`config.mk`:
```
export PLATFORM = sky130hd
export DESIGN_NAME = sorted_priority_queue_top
export DESIGN_NICKNAME = d
export VERILOG_FILES = /design/src/rtl/spq_pkg.sv /design/src/rtl/spq_ram.sv /design/src/rtl/spq_ctrl.sv /design/src/rtl/spq_dp.sv /design/src/rtl/sorted_priority_queue_top.sv
export SDC_FILE = /design/constraint.sdc
export NUM_CORES = 2
export LEC_CHECK = 0
export BUFFER_PORTS_ARGS = -buffer_cell sky130_fd_sc_hd__buf_2
export CORE_ASPECT_RATIO = 1.5
export CORE_MARGIN = 10
export CORE_UTILIZATION = 59
export CTS_BUF_LIST = sky130_fd_sc_hd__clkbuf_4 sky130_fd_sc_hd__clkbuf_8
export DETAILED_ROUTE_END_ITERATION = 8
export HOLD_SLACK_MARGIN = 0.02
export PLACE_DENSITY = 0.84
export SYNTH_ARGS = -nofsm -noshare
export SYNTH_HDL_FRONTEND = slang
export SYNTH_SLANG_ARGS = --single-unit
```
`constraint.sdc`:
```
create_clock -name i_clk -period 4.85 [get_ports i_clk]
set_input_delay 0.2425 -clock i_clk [delete_from_list [all_inputs] [get_ports i_clk]]
set_output_delay 0.2425 -clock i_clk [all_outputs]
set_load 0.01 [all_outputs]
```
`src/rtl/spq_pkg.sv`:
```
// Shared types and constants for the sorted priority queue.
`timescale 1ns / 1ps

package spq_pkg;

    localparam int DEPTH_DEF      = 64;
    localparam int COORD_BITS_DEF = 10;
    localparam int COST_BITS_DEF  = 16;

    // request kind, carried on the input tuser
    localparam int ACT_W = 2;
    localparam logic [ACT_W-1:0] ACT_PUSH  = 2'd0;
    localparam logic [ACT_W-1:0] ACT_POP   = 2'd1;
    localparam logic [ACT_W-1:0] ACT_QUERY = 2'd2;

    // result flags, carried on the output tuser
    localparam int FLAG_W = 3;

    typedef struct packed {
        logic load;        // latch the accepted word, clear result
        logic push_start;  // k <= occupancy, read tail entry
        logic shift;       // move entry k-1 up to k, read k-2
        logic put;         // write new entry at k, occupancy + 1
        logic pop_rd;      // read head entry
        logic pop_take;    // capture head, advance head, occupancy - 1
        logic qry_start;   // reset scan index
        logic qry_step;    // advance the scan, compare the entry read
        logic set_ovf;
        logic set_empty;
        logic emit;        // load output register
    } t_spq_cmd;

    typedef struct packed {
        logic [ACT_W-1:0] act;
        logic             empty;
        logic             full;
        logic             ge;        // read entry cost >= new cost
        logic             k_one;     // insert index is 1
        logic             qry_done;
        logic             out_free;
    } t_spq_sts;

endpackage

```
`src/rtl/spq_ram.sv`:
```
// Generic single-write, single-read RAM with registered read data.
`timescale 1ns / 1ps

module spq_ram #(
    parameter int WIDTH = 8,
    parameter int DEPTH = 16,
    localparam int AW = (DEPTH > 1) ? $clog2(DEPTH) : 1
) (
    input  logic             i_clk,
    input  logic             i_we,
    input  logic [AW-1:0]    i_waddr,
    input  logic [WIDTH-1:0] i_wdata,
    input  logic [AW-1:0]    i_raddr,
    output logic [WIDTH-1:0] o_rdata
);

    logic [WIDTH-1:0] r_mem [DEPTH];
    logic [WIDTH-1:0] r_rdata;

    always_ff @(posedge i_clk) begin
        if (i_we) begin
            r_mem[i_waddr] <= i_wdata;
        end
        r_rdata <= r_mem[i_raddr];
    end

    assign o_rdata = r_rdata;

endmodule

```
`src/rtl/spq_ctrl.sv`:
```
// Controller state machine for the sorted priority queue.
`timescale 1ns / 1ps

module spq_ctrl (
    input  logic              i_clk,
    input  logic              i_rst_n,
    input  logic              i_s_tvalid,
    output logic              o_s_tready,
    input  spq_pkg::t_spq_sts i_sts,
    output spq_pkg::t_spq_cmd o_cmd
);
    import spq_pkg::*;

    localparam logic [2:0] S_IDLE   = 3'd0;
    localparam logic [2:0] S_DECODE = 3'd1;
    localparam logic [2:0] S_SHIFT  = 3'd2;
    localparam logic [2:0] S_PUT    = 3'd3;
    localparam logic [2:0] S_POPD   = 3'd4;
    localparam logic [2:0] S_QRY    = 3'd5;
    localparam logic [2:0] S_EMIT   = 3'd6;

    logic [2:0] r_state;
    logic [2:0] n_state;
    t_spq_cmd   cmd;

    always_comb begin
        cmd     = '0;
        n_state = r_state;
        unique case (r_state)
            S_IDLE: begin
                if (i_s_tvalid) begin
                    cmd.load = 1'b1;
                    n_state  = S_DECODE;
                end
            end
            S_DECODE: begin
                unique case (i_sts.act)
                    ACT_PUSH: begin
                        if (i_sts.full) begin
                            cmd.set_ovf = 1'b1;
                            n_state     = S_EMIT;
                        end else begin
                            cmd.push_start = 1'b1;
                            n_state        = i_sts.empty ? S_PUT : S_SHIFT;
                        end
                    end
                    ACT_POP: begin
                        if (i_sts.empty) begin
                            cmd.set_empty = 1'b1;
                            n_state       = S_EMIT;
                        end else begin
                            cmd.pop_rd = 1'b1;
                            n_state    = S_POPD;
                        end
                    end
                    ACT_QUERY: begin
                        cmd.qry_start = 1'b1;
                        n_state       = S_QRY;
                    end
                    default: n_state = S_EMIT;
                endcase
            end
            S_SHIFT: begin
                // walk down from the tail, moving entries that are not cheaper
                if (i_sts.ge) begin
                    cmd.shift = 1'b1;
                    n_state   = i_sts.k_one ? S_PUT : S_SHIFT;
                end else begin
                    cmd.put = 1'b1;
                    n_state = S_EMIT;
                end
            end
            S_PUT: begin
                cmd.put = 1'b1;
                n_state = S_EMIT;
            end
            S_POPD: begin
                cmd.pop_take = 1'b1;
                n_state      = S_EMIT;
            end
            S_QRY: begin
                cmd.qry_step = 1'b1;
                if (i_sts.qry_done) begin
                    n_state = S_EMIT;
                end
            end
            S_EMIT: begin
                if (i_sts.out_free) begin
                    cmd.emit = 1'b1;
                    n_state  = S_IDLE;
                end
            end
            default: n_state = S_IDLE;
        endcase
    end

    always_ff @(posedge i_clk) begin
        if (!i_rst_n) begin
            r_state <= S_IDLE;
        end else begin
            r_state <= n_state;
        end
    end

    assign o_s_tready = (r_state == S_IDLE);
    assign o_cmd      = cmd;

endmodule

```
`src/rtl/spq_dp.sv`:
```
// Datapath: circular sorted entry store, counters, result and output registers.
`timescale 1ns / 1ps

module spq_dp #(
    parameter int DEPTH      = spq_pkg::DEPTH_DEF,
    parameter int COORD_BITS = spq_pkg::COORD_BITS_DEF,
    parameter int COST_BITS  = spq_pkg::COST_BITS_DEF,
    localparam int IN_W  = ((2 * COORD_BITS + COST_BITS + 7) / 8) * 8,
    localparam int OUT_W = ((2 * COORD_BITS + 7) / 8) * 8
) (
    input  logic                       i_clk,
    input  logic                       i_rst_n,
    input  spq_pkg::t_spq_cmd          i_cmd,
    output spq_pkg::t_spq_sts          o_sts,
    input  logic [IN_W-1:0]            i_s_tdata,
    input  logic [spq_pkg::ACT_W-1:0]  i_s_tuser,
    output logic                       o_m_tvalid,
    input  logic                       i_m_tready,
    output logic [OUT_W-1:0]           o_m_tdata,
    output logic [spq_pkg::FLAG_W-1:0] o_m_tuser
);
    import spq_pkg::*;

    localparam int AW = (DEPTH > 1) ? $clog2(DEPTH) : 1;
    localparam int CW = $clog2(DEPTH + 1);
    localparam int SW = CW + 1;
    localparam int EW = 2 * COORD_BITS + COST_BITS;

    // latched request
    logic [ACT_W-1:0]      r_act;
    logic [COORD_BITS-1:0] r_x;
    logic [COORD_BITS-1:0] r_y;
    logic [COST_BITS-1:0]  r_cost;

    logic [AW-1:0] r_head;
    logic [CW-1:0] r_occ;
    logic [CW-1:0] r_k;      // insert slot for push, scan index for query
    logic          r_pend;   // a scan read is in flight

    logic [COORD_BITS-1:0] r_res_x;
    logic [COORD_BITS-1:0] r_res_y;
    logic                  r_res_present;
    logic                  r_res_empty;
    logic                  r_res_ovf;

    logic                  r_m_valid;
    logic [OUT_W-1:0]      r_m_tdata;
    logic [FLAG_W-1:0]     r_m_tuser;

    logic [CW-1:0]         rd_l;
    logic [AW-1:0]         raddr;
    logic [AW-1:0]         waddr;
    logic                  we;
    logic [EW-1:0]         wdata;
    logic [EW-1:0]         rdata;
    logic [COORD_BITS-1:0] rd_x;
    logic [COORD_BITS-1:0] rd_y;
    logic [COST_BITS-1:0]  rd_cost;
    logic                  hit_now;
    logic                  empty;
    logic                  full;

    // logical position from the head to a physical address
    function automatic logic [AW-1:0] phys(input logic [AW-1:0] head, input logic [CW-1:0] l);
        logic [SW-1:0] sum;
        sum = SW'(head) + SW'(l);
        if (sum >= SW'(DEPTH)) begin
            sum = sum - SW'(DEPTH);
        end
        return sum[AW-1:0];
    endfunction

    assign empty = (r_occ == '0);
    assign full  = (r_occ == CW'(DEPTH));

    assign rd_x    = rdata[COORD_BITS-1:0];
    assign rd_y    = rdata[2*COORD_BITS-1:COORD_BITS];
    assign rd_cost = rdata[EW-1:2*COORD_BITS];
    assign hit_now = r_pend && (rd_x == r_x) && (rd_y == r_y);

    always_comb begin
        rd_l = '0;
        priority if (i_cmd.push_start) begin
            rd_l = empty ? '0 : r_occ - CW'(1);
        end else if (i_cmd.shift) begin
            rd_l = (r_k == CW'(1)) ? '0 : r_k - CW'(2);
        end else if (i_cmd.qry_step) begin
            rd_l = (r_k < r_occ) ? r_k : '0;
        end else begin
            rd_l = '0;
        end
    end

    assign raddr = phys(r_head, rd_l);
    assign waddr = phys(r_head, r_k);
    assign we    = i_cmd.shift | i_cmd.put;
    assign wdata = i_cmd.shift ? rdata : {r_cost, r_y, r_x};

    spq_ram #(
        .WIDTH (EW),
        .DEPTH (DEPTH)
    ) u_ram (
        .i_clk   (i_clk),
        .i_we    (we),
        .i_waddr (waddr),
        .i_wdata (wdata),
        .i_raddr (raddr),
        .o_rdata (rdata)
    );

    // request and result payload
    always_ff @(posedge i_clk) begin
        if (i_cmd.load) begin
            r_act         <= i_s_tuser;
            r_x           <= i_s_tdata[COORD_BITS-1:0];
            r_y           <= i_s_tdata[2*COORD_BITS-1:COORD_BITS];
            r_cost        <= i_s_tdata[EW-1:2*COORD_BITS];
            r_res_x       <= '0;
            r_res_y       <= '0;
            r_res_present <= 1'b0;
            r_res_empty   <= 1'b0;
            r_res_ovf     <= 1'b0;
        end else begin
            if (i_cmd.pop_take) begin
                r_res_x <= rd_x;
                r_res_y <= rd_y;
            end
            if (i_cmd.qry_step && hit_now) begin
                r_res_present <= 1'b1;
            end
            if (i_cmd.set_empty) begin
                r_res_empty <= 1'b1;
            end
            if (i_cmd.set_ovf) begin
                r_res_ovf <= 1'b1;
            end
        end
        if (i_cmd.emit) begin
            r_m_tdata <= OUT_W'({r_res_y, r_res_x});
            r_m_tuser <= {r_res_ovf, r_res_empty, r_res_present};
        end
    end

    // queue control state
    always_ff @(posedge i_clk) begin
        if (!i_rst_n) begin
            r_head    <= '0;
            r_occ     <= '0;
            r_k       <= '0;
            r_pend    <= 1'b0;
            r_m_valid <= 1'b0;
        end else begin
            if (i_cmd.push_start) begin
                r_k <= r_occ;
            end else if (i_cmd.shift) begin
                r_k <= r_k - CW'(1);
            end else if (i_cmd.qry_start) begin
                r_k    <= '0;
                r_pend <= 1'b0;
            end else if (i_cmd.qry_step) begin
                if (r_k < r_occ) begin
                    r_k    <= r_k + CW'(1);
                    r_pend <= 1'b1;
                end else begin
                    r_pend <= 1'b0;
                end
            end

            if (i_cmd.put) begin
                r_occ <= r_occ + CW'(1);
            end else if (i_cmd.pop_take) begin
                r_occ <= r_occ - CW'(1);
                if ({1'b0, r_head} == (AW + 1)'(DEPTH - 1)) begin
                    r_head <= '0;
                end else begin
                    r_head <= r_head + AW'(1);
                end
            end

            if (i_cmd.emit) begin
                r_m_valid <= 1'b1;
            end else if (i_m_tready) begin
                r_m_valid <= 1'b0;
            end
        end
    end

    always_comb begin
        o_sts          = '0;
        o_sts.act      = r_act;
        o_sts.empty    = empty;
        o_sts.full     = full;
        o_sts.ge       = (rd_cost >= r_cost);
        o_sts.k_one    = (r_k == CW'(1));
        o_sts.qry_done = hit_now || (!r_pend && (r_k >= r_occ));
        o_sts.out_free = !r_m_valid || i_m_tready;
    end

    assign o_m_tvalid = r_m_valid;
    assign o_m_tdata  = r_m_tdata;
    assign o_m_tuser  = r_m_tuser;

endmodule

```
`src/rtl/sorted_priority_queue_top.sv`:
```
// Sorted priority queue of tile coordinates: top level.
//
// Usage: one request word enters on the s_axis channel, its kind on tuser
// (push, pop, query); exactly one result word leaves on m_axis for every
// request. A pop returns the lowest-cost entry's coordinates; among equal
// costs the most recently pushed comes first. Flags on m_axis_tuser mark a
// query hit, a pop of an empty queue, and a push dropped on a full queue.
// Entries live in a circular RAM kept sorted from the head pointer.
// A push moves the stored entries that are not cheaper up one slot, walking
// down from the tail; a query scans from the head until a hit or the end.
// One request is in flight at a time; the next is taken once the result
// has been loaded into the output register, so throughput is set by the
// single RAM read port walking the sorted list.
// Reset empties the queue at once; stored data is not cleared.
// When m_axis_tready is low the result holds in the output register; one
// more request may be accepted and worked, and then waits for the slot.
`timescale 1ns / 1ps

module sorted_priority_queue_top #(
    parameter int DEPTH      = spq_pkg::DEPTH_DEF,
    parameter int COORD_BITS = spq_pkg::COORD_BITS_DEF,
    parameter int COST_BITS  = spq_pkg::COST_BITS_DEF,
    localparam int IN_W  = ((2 * COORD_BITS + COST_BITS + 7) / 8) * 8,
    localparam int OUT_W = ((2 * COORD_BITS + 7) / 8) * 8
) (
    input  logic                       i_clk,
    input  logic                       i_rst_n,
    input  logic                       s_axis_tvalid,
    output logic                       s_axis_tready,
    input  logic [IN_W-1:0]            s_axis_tdata,  // in_x, in_y, in_priority, zero pad
    input  logic [spq_pkg::ACT_W-1:0]  s_axis_tuser,  // action
    output logic                       m_axis_tvalid,
    input  logic                       m_axis_tready,
    output logic [OUT_W-1:0]           m_axis_tdata,  // out_x, out_y, zero pad
    output logic [spq_pkg::FLAG_W-1:0] m_axis_tuser   // present, was_empty, overflow
);
    import spq_pkg::*;

    t_spq_cmd cmd;
    t_spq_sts sts;

    spq_ctrl u_ctrl (
        .i_clk      (i_clk),
        .i_rst_n    (i_rst_n),
        .i_s_tvalid (s_axis_tvalid),
        .o_s_tready (s_axis_tready),
        .i_sts      (sts),
        .o_cmd      (cmd)
    );

    spq_dp #(
        .DEPTH      (DEPTH),
        .COORD_BITS (COORD_BITS),
        .COST_BITS  (COST_BITS)
    ) u_dp (
        .i_clk      (i_clk),
        .i_rst_n    (i_rst_n),
        .i_cmd      (cmd),
        .o_sts      (sts),
        .i_s_tdata  (s_axis_tdata),
        .i_s_tuser  (s_axis_tuser),
        .o_m_tvalid (m_axis_tvalid),
        .i_m_tready (m_axis_tready),
        .o_m_tdata  (m_axis_tdata),
        .o_m_tuser  (m_axis_tuser)
    );

endmodule

```
==> reports/results.ini <==
[layout]
fin_nets=5469
area_delta_synth_final_pct=15.7
drive_gt1_share_pct=30.8
design_area_um2=110000

[worst_setup_path]
required_ps=5780
worst-path-stages=20
path_common_cell=buf_4
worstSetupPathType=reg -> reg
crit_buf_inv=4
cp-end-kind=flip-flop
slowest_delay_ps=510
crit_chain=ha_1, nand2b_4, a2111oi_4, o311a_4, o21ai_4, buf_4, nand3_2, buf_4, o221ai_1, ha_1, a21oi_1, nor2_2, nor2_2, buf_4, xnor2_4, nor2_4, clkbuf_16, nand3_1, nand4_1, mux2i_1
critPathLaunchType=flip-flop
worstPathArrival_ps=6100
critical_path.slowest_cell=edfxtp_1
rrSetupSlack_ps=-320
reg2regPathDepth=20
path_max_fanout=50
crit_family=compound AO/OA/AOI/OAI gates

[clock_network]
clk_pin_slew_ps=80
clock_latency_ps=1070
clock_sinks=2449
cts_root_buf=clkbuf_8
cts_tree=yes
cts_buffers=326
h-tree-depth=5
clockBufferDepth=4

[synthesis]
synthDistinctLibCells=63
syn_avg_cell_area_um2=19.6
synth_ff_type=edfxtp_1
yosys.area.top_type=edfxtp_1
seq_area_frac_synth_pct=76.7
synthCells=4829
synth_edf_count=2365
netlist_top_cells_area=edfxtp_1, mux4_2, nand2_1
synthesis.area_um2=94700
async_flop_share_pct=0
yosys_warnings=0
ys_ff_latch=2449
synth_top_area_share_pct=75.0

[die]
dieWidth_um=347
fp-row-count=180
fp.dieH_um=511
top_level_ports=75
initial_core_util_pct=59.2
design.core.area_um2=160000
die_area_um2=177000

[timing]
relSlewSlack_pct=5.61
max_freq_ghz=0.193
worst_slack_ps=-321
finClkSkew_ps=77.9
final_hold_viol_count=0
period_share_pct=107
rsz0062_at_grt=yes
period_minus_slack_ps=5170
finalMaxSlewViolations=0
setup_viol=36
tightest_slew_ps=1410

[outcome]
status=finished with violations
violations=design-rule violations, negative setup slack

[placement]
gp_congestion=0.867
place_hpwl_um=137000
dpl-instance-area_um2=100000
portBuffers=66

[power]
peakVddDrop_v=0.000396
powerDensity_nw_per_um2=586
p_leak_nw=34.9
total_power_mw=64.3

[detailed_routing]
vias=56500
finalWirelength_um=288000
first_iter_violations=10200
drc=2
firstDrtPassIters=9
wl_per_cell_um=37.3
viasPerCell=7.33
ant_nets=0

[grt]
grt_max_degree=65
grt_antenna_before_repair=13
grt_pass1_vias=56100
grt_pass1_wl_um=382000
grt.overflow.total=0
grt_usage_pct=29.4

[min_path]
hold_path_class=in -> reg
holdPathStages=2

[run]
drv_cap=0

## stage by stage
stage	std cells	setup TNS (ps)	util, %	setup WS, ps	hold slack, ps
floorplan	4832	-347950	-	-495	341
detailed placement	6977	-4630	62.6	-211	416
global placement	6977	-2750	62.6	-143	413
CTS	7650	-576	67.6	-52.0	24.6
finish	7711	-7630	68.5	-321	34.3
global route	7707	-8280	68.5	-297	25.6
## synthesized netlist by cell type (3+ instances only)
master and n:
edfxtp_1 2365, nand2_1 671, mux4_2 576, nand3_1 307, clkbuf_1 172, nor2_1 105, dfxtp_1 84, nand4_1 83
buf_1 52, a21oi_1 47, ha_1 47, mux2i_1 39, inv_1 34, xnor2_1 34, o21ai_0 27, buf_2 22
mux2_2 21, xor2_1 16, and2_1 11, a21o_1 8, nor4_1 7, o21ai_1 6, a21boi_0 5, a31oi_1 5
buf_4 5, nor3_1 5, o221ai_1 5, or3_1 5, a211o_1 4, a211oi_1 4, a22o_1 4, buf_6 4
nand2b_1 4, o211ai_1 4, and3_1 3, nor2b_1 3, o21a_1 3
## worst paths after layout
| check | start | end |
|---|---|---|
| hold reg to reg | u_dp.r_res_y[2] | u_dp.o_m_tdata[12] |
| hold / removal | s_axis_tdata[29] | u_dp.r_cost[9] |
| setup / recovery | u_dp.r_cost[0] | u_dp.u_ram.o_rdata[16] |
| setup reg to reg | u_dp.r_cost[0] | u_dp.u_ram.o_rdata[16] |
## routing by layer
metal | track usage [%] | wire length [um] | vias up
li1 | - | - | 20500
met1 | 34.1 | 80800 | 27500
met3 | 6.84 | 39300 | 1892
met2 | 48.9 | 140000 | 6656
met5 | 0 | 40 | -
met4 | 19.3 | 27400 | 6
## power by group
group / leakage [nW] / switching (mW) / internal (mW)
Clock: 3.33 / 8.12 / 7.96
Combinational: 9.63 / 12.8 / 8.40
Sequential: 22.0 / 0.562 / 26.4
Total: 34.9 / 21.5 / 42.8
## kinds of logic after synthesis
logic type | after synthesis | synth area share [%]
and+or+nand+nor | 1214 | 5.59
DFF | 2449 | 76.7
adders and majority gates | 49 | 0.663
other | 1 | 0.00396
muxes | 636 | 14.4
buffers and inverters | 291 | 1.23
xor gates and xnor gates | 51 | 0.491
AOI/OAI and AO/OA | 138 | 0.926
## flip-flops by register name (all words and copies together) (netlist names), 2 cells and up
name                flops
u_dp.u_ram.r_mem     2304
u_dp.u_ram.o_rdata     36
u_dp.r_res_y           10
u_dp.r_act              2
u_ctrl.r_state          3
u_dp.r_cost            16
u_dp.o_m_tuser          3
u_dp.r_k                7
u_dp.r_x               10
u_dp.r_res_x           10
u_dp.r_y               10
u_dp.o_m_tdata         20
u_dp.r_occ              7
u_dp.r_head             6
## worst reg2reg max path: stages, from the launching register on
cell       delay (ps)
edfxtp_1          510
ha_1              330
nand2b_4          150
a2111oi_4          90
o311a_4           420
o21ai_4           320
buf_4             240
nand3_2           110
buf_4             210
o221ai_1          230
ha_1              320
a21oi_1           220
nor2_2             60
nor2_2            140
buf_4             150
xnor2_4           140
nor2_4             80
clkbuf_16         250
nand3_1           340
nand4_1           360
mux2i_1           400
## cell type report
| type | count | area, um2 |
|---|---|---|
| Clock inverter | 158 | 1150 |
| Fill cell | 8268 | 50500 |
| Inverter | 36 | 135 |
| Sequential cell | 2449 | 72700 |
| Antenna cell | 7 | 17.5 |
| Timing Repair Buffer | 469 | 5550 |
| Multi-Input combinational cell | 2092 | 22300 |
| Tap cell | 2093 | 2620 |
| Clock buffer | 407 | 5190 |
## repair_timing
action | in CTS | in global routing
pin swaps | 22 | 70
buffers inserted | 16 | 40
gates resized for setup | 53 | 173
setup endpoints to repair | 36 | 36
hold buffers | 79 | 0
hold endpoints to repair | 87 | 0
gates cloned | 13 | 16
## cell usage in the layout (no fill, tap or decap), drive strengths merged, types with 7 or more instances in the layout
cell         instances
nand3              307
mux2i               39
mux4               576
nand2              671
clkinv             129
nand4               83
o21ai               34
nor2               106
and2                11
nor4                 7
edfxtp            2365
ha                  47
xnor2               35
nor3                 7
diode                7
bufinv              17
dfxtp               84
inv                 38
a21oi               47
clkinvlp            10
xor2                16
buf                373
mux2                21
a21o                 8
dlygate4sd3         79
clkbuf             422
No activity file was read; power rests on OpenSTA's default activity.
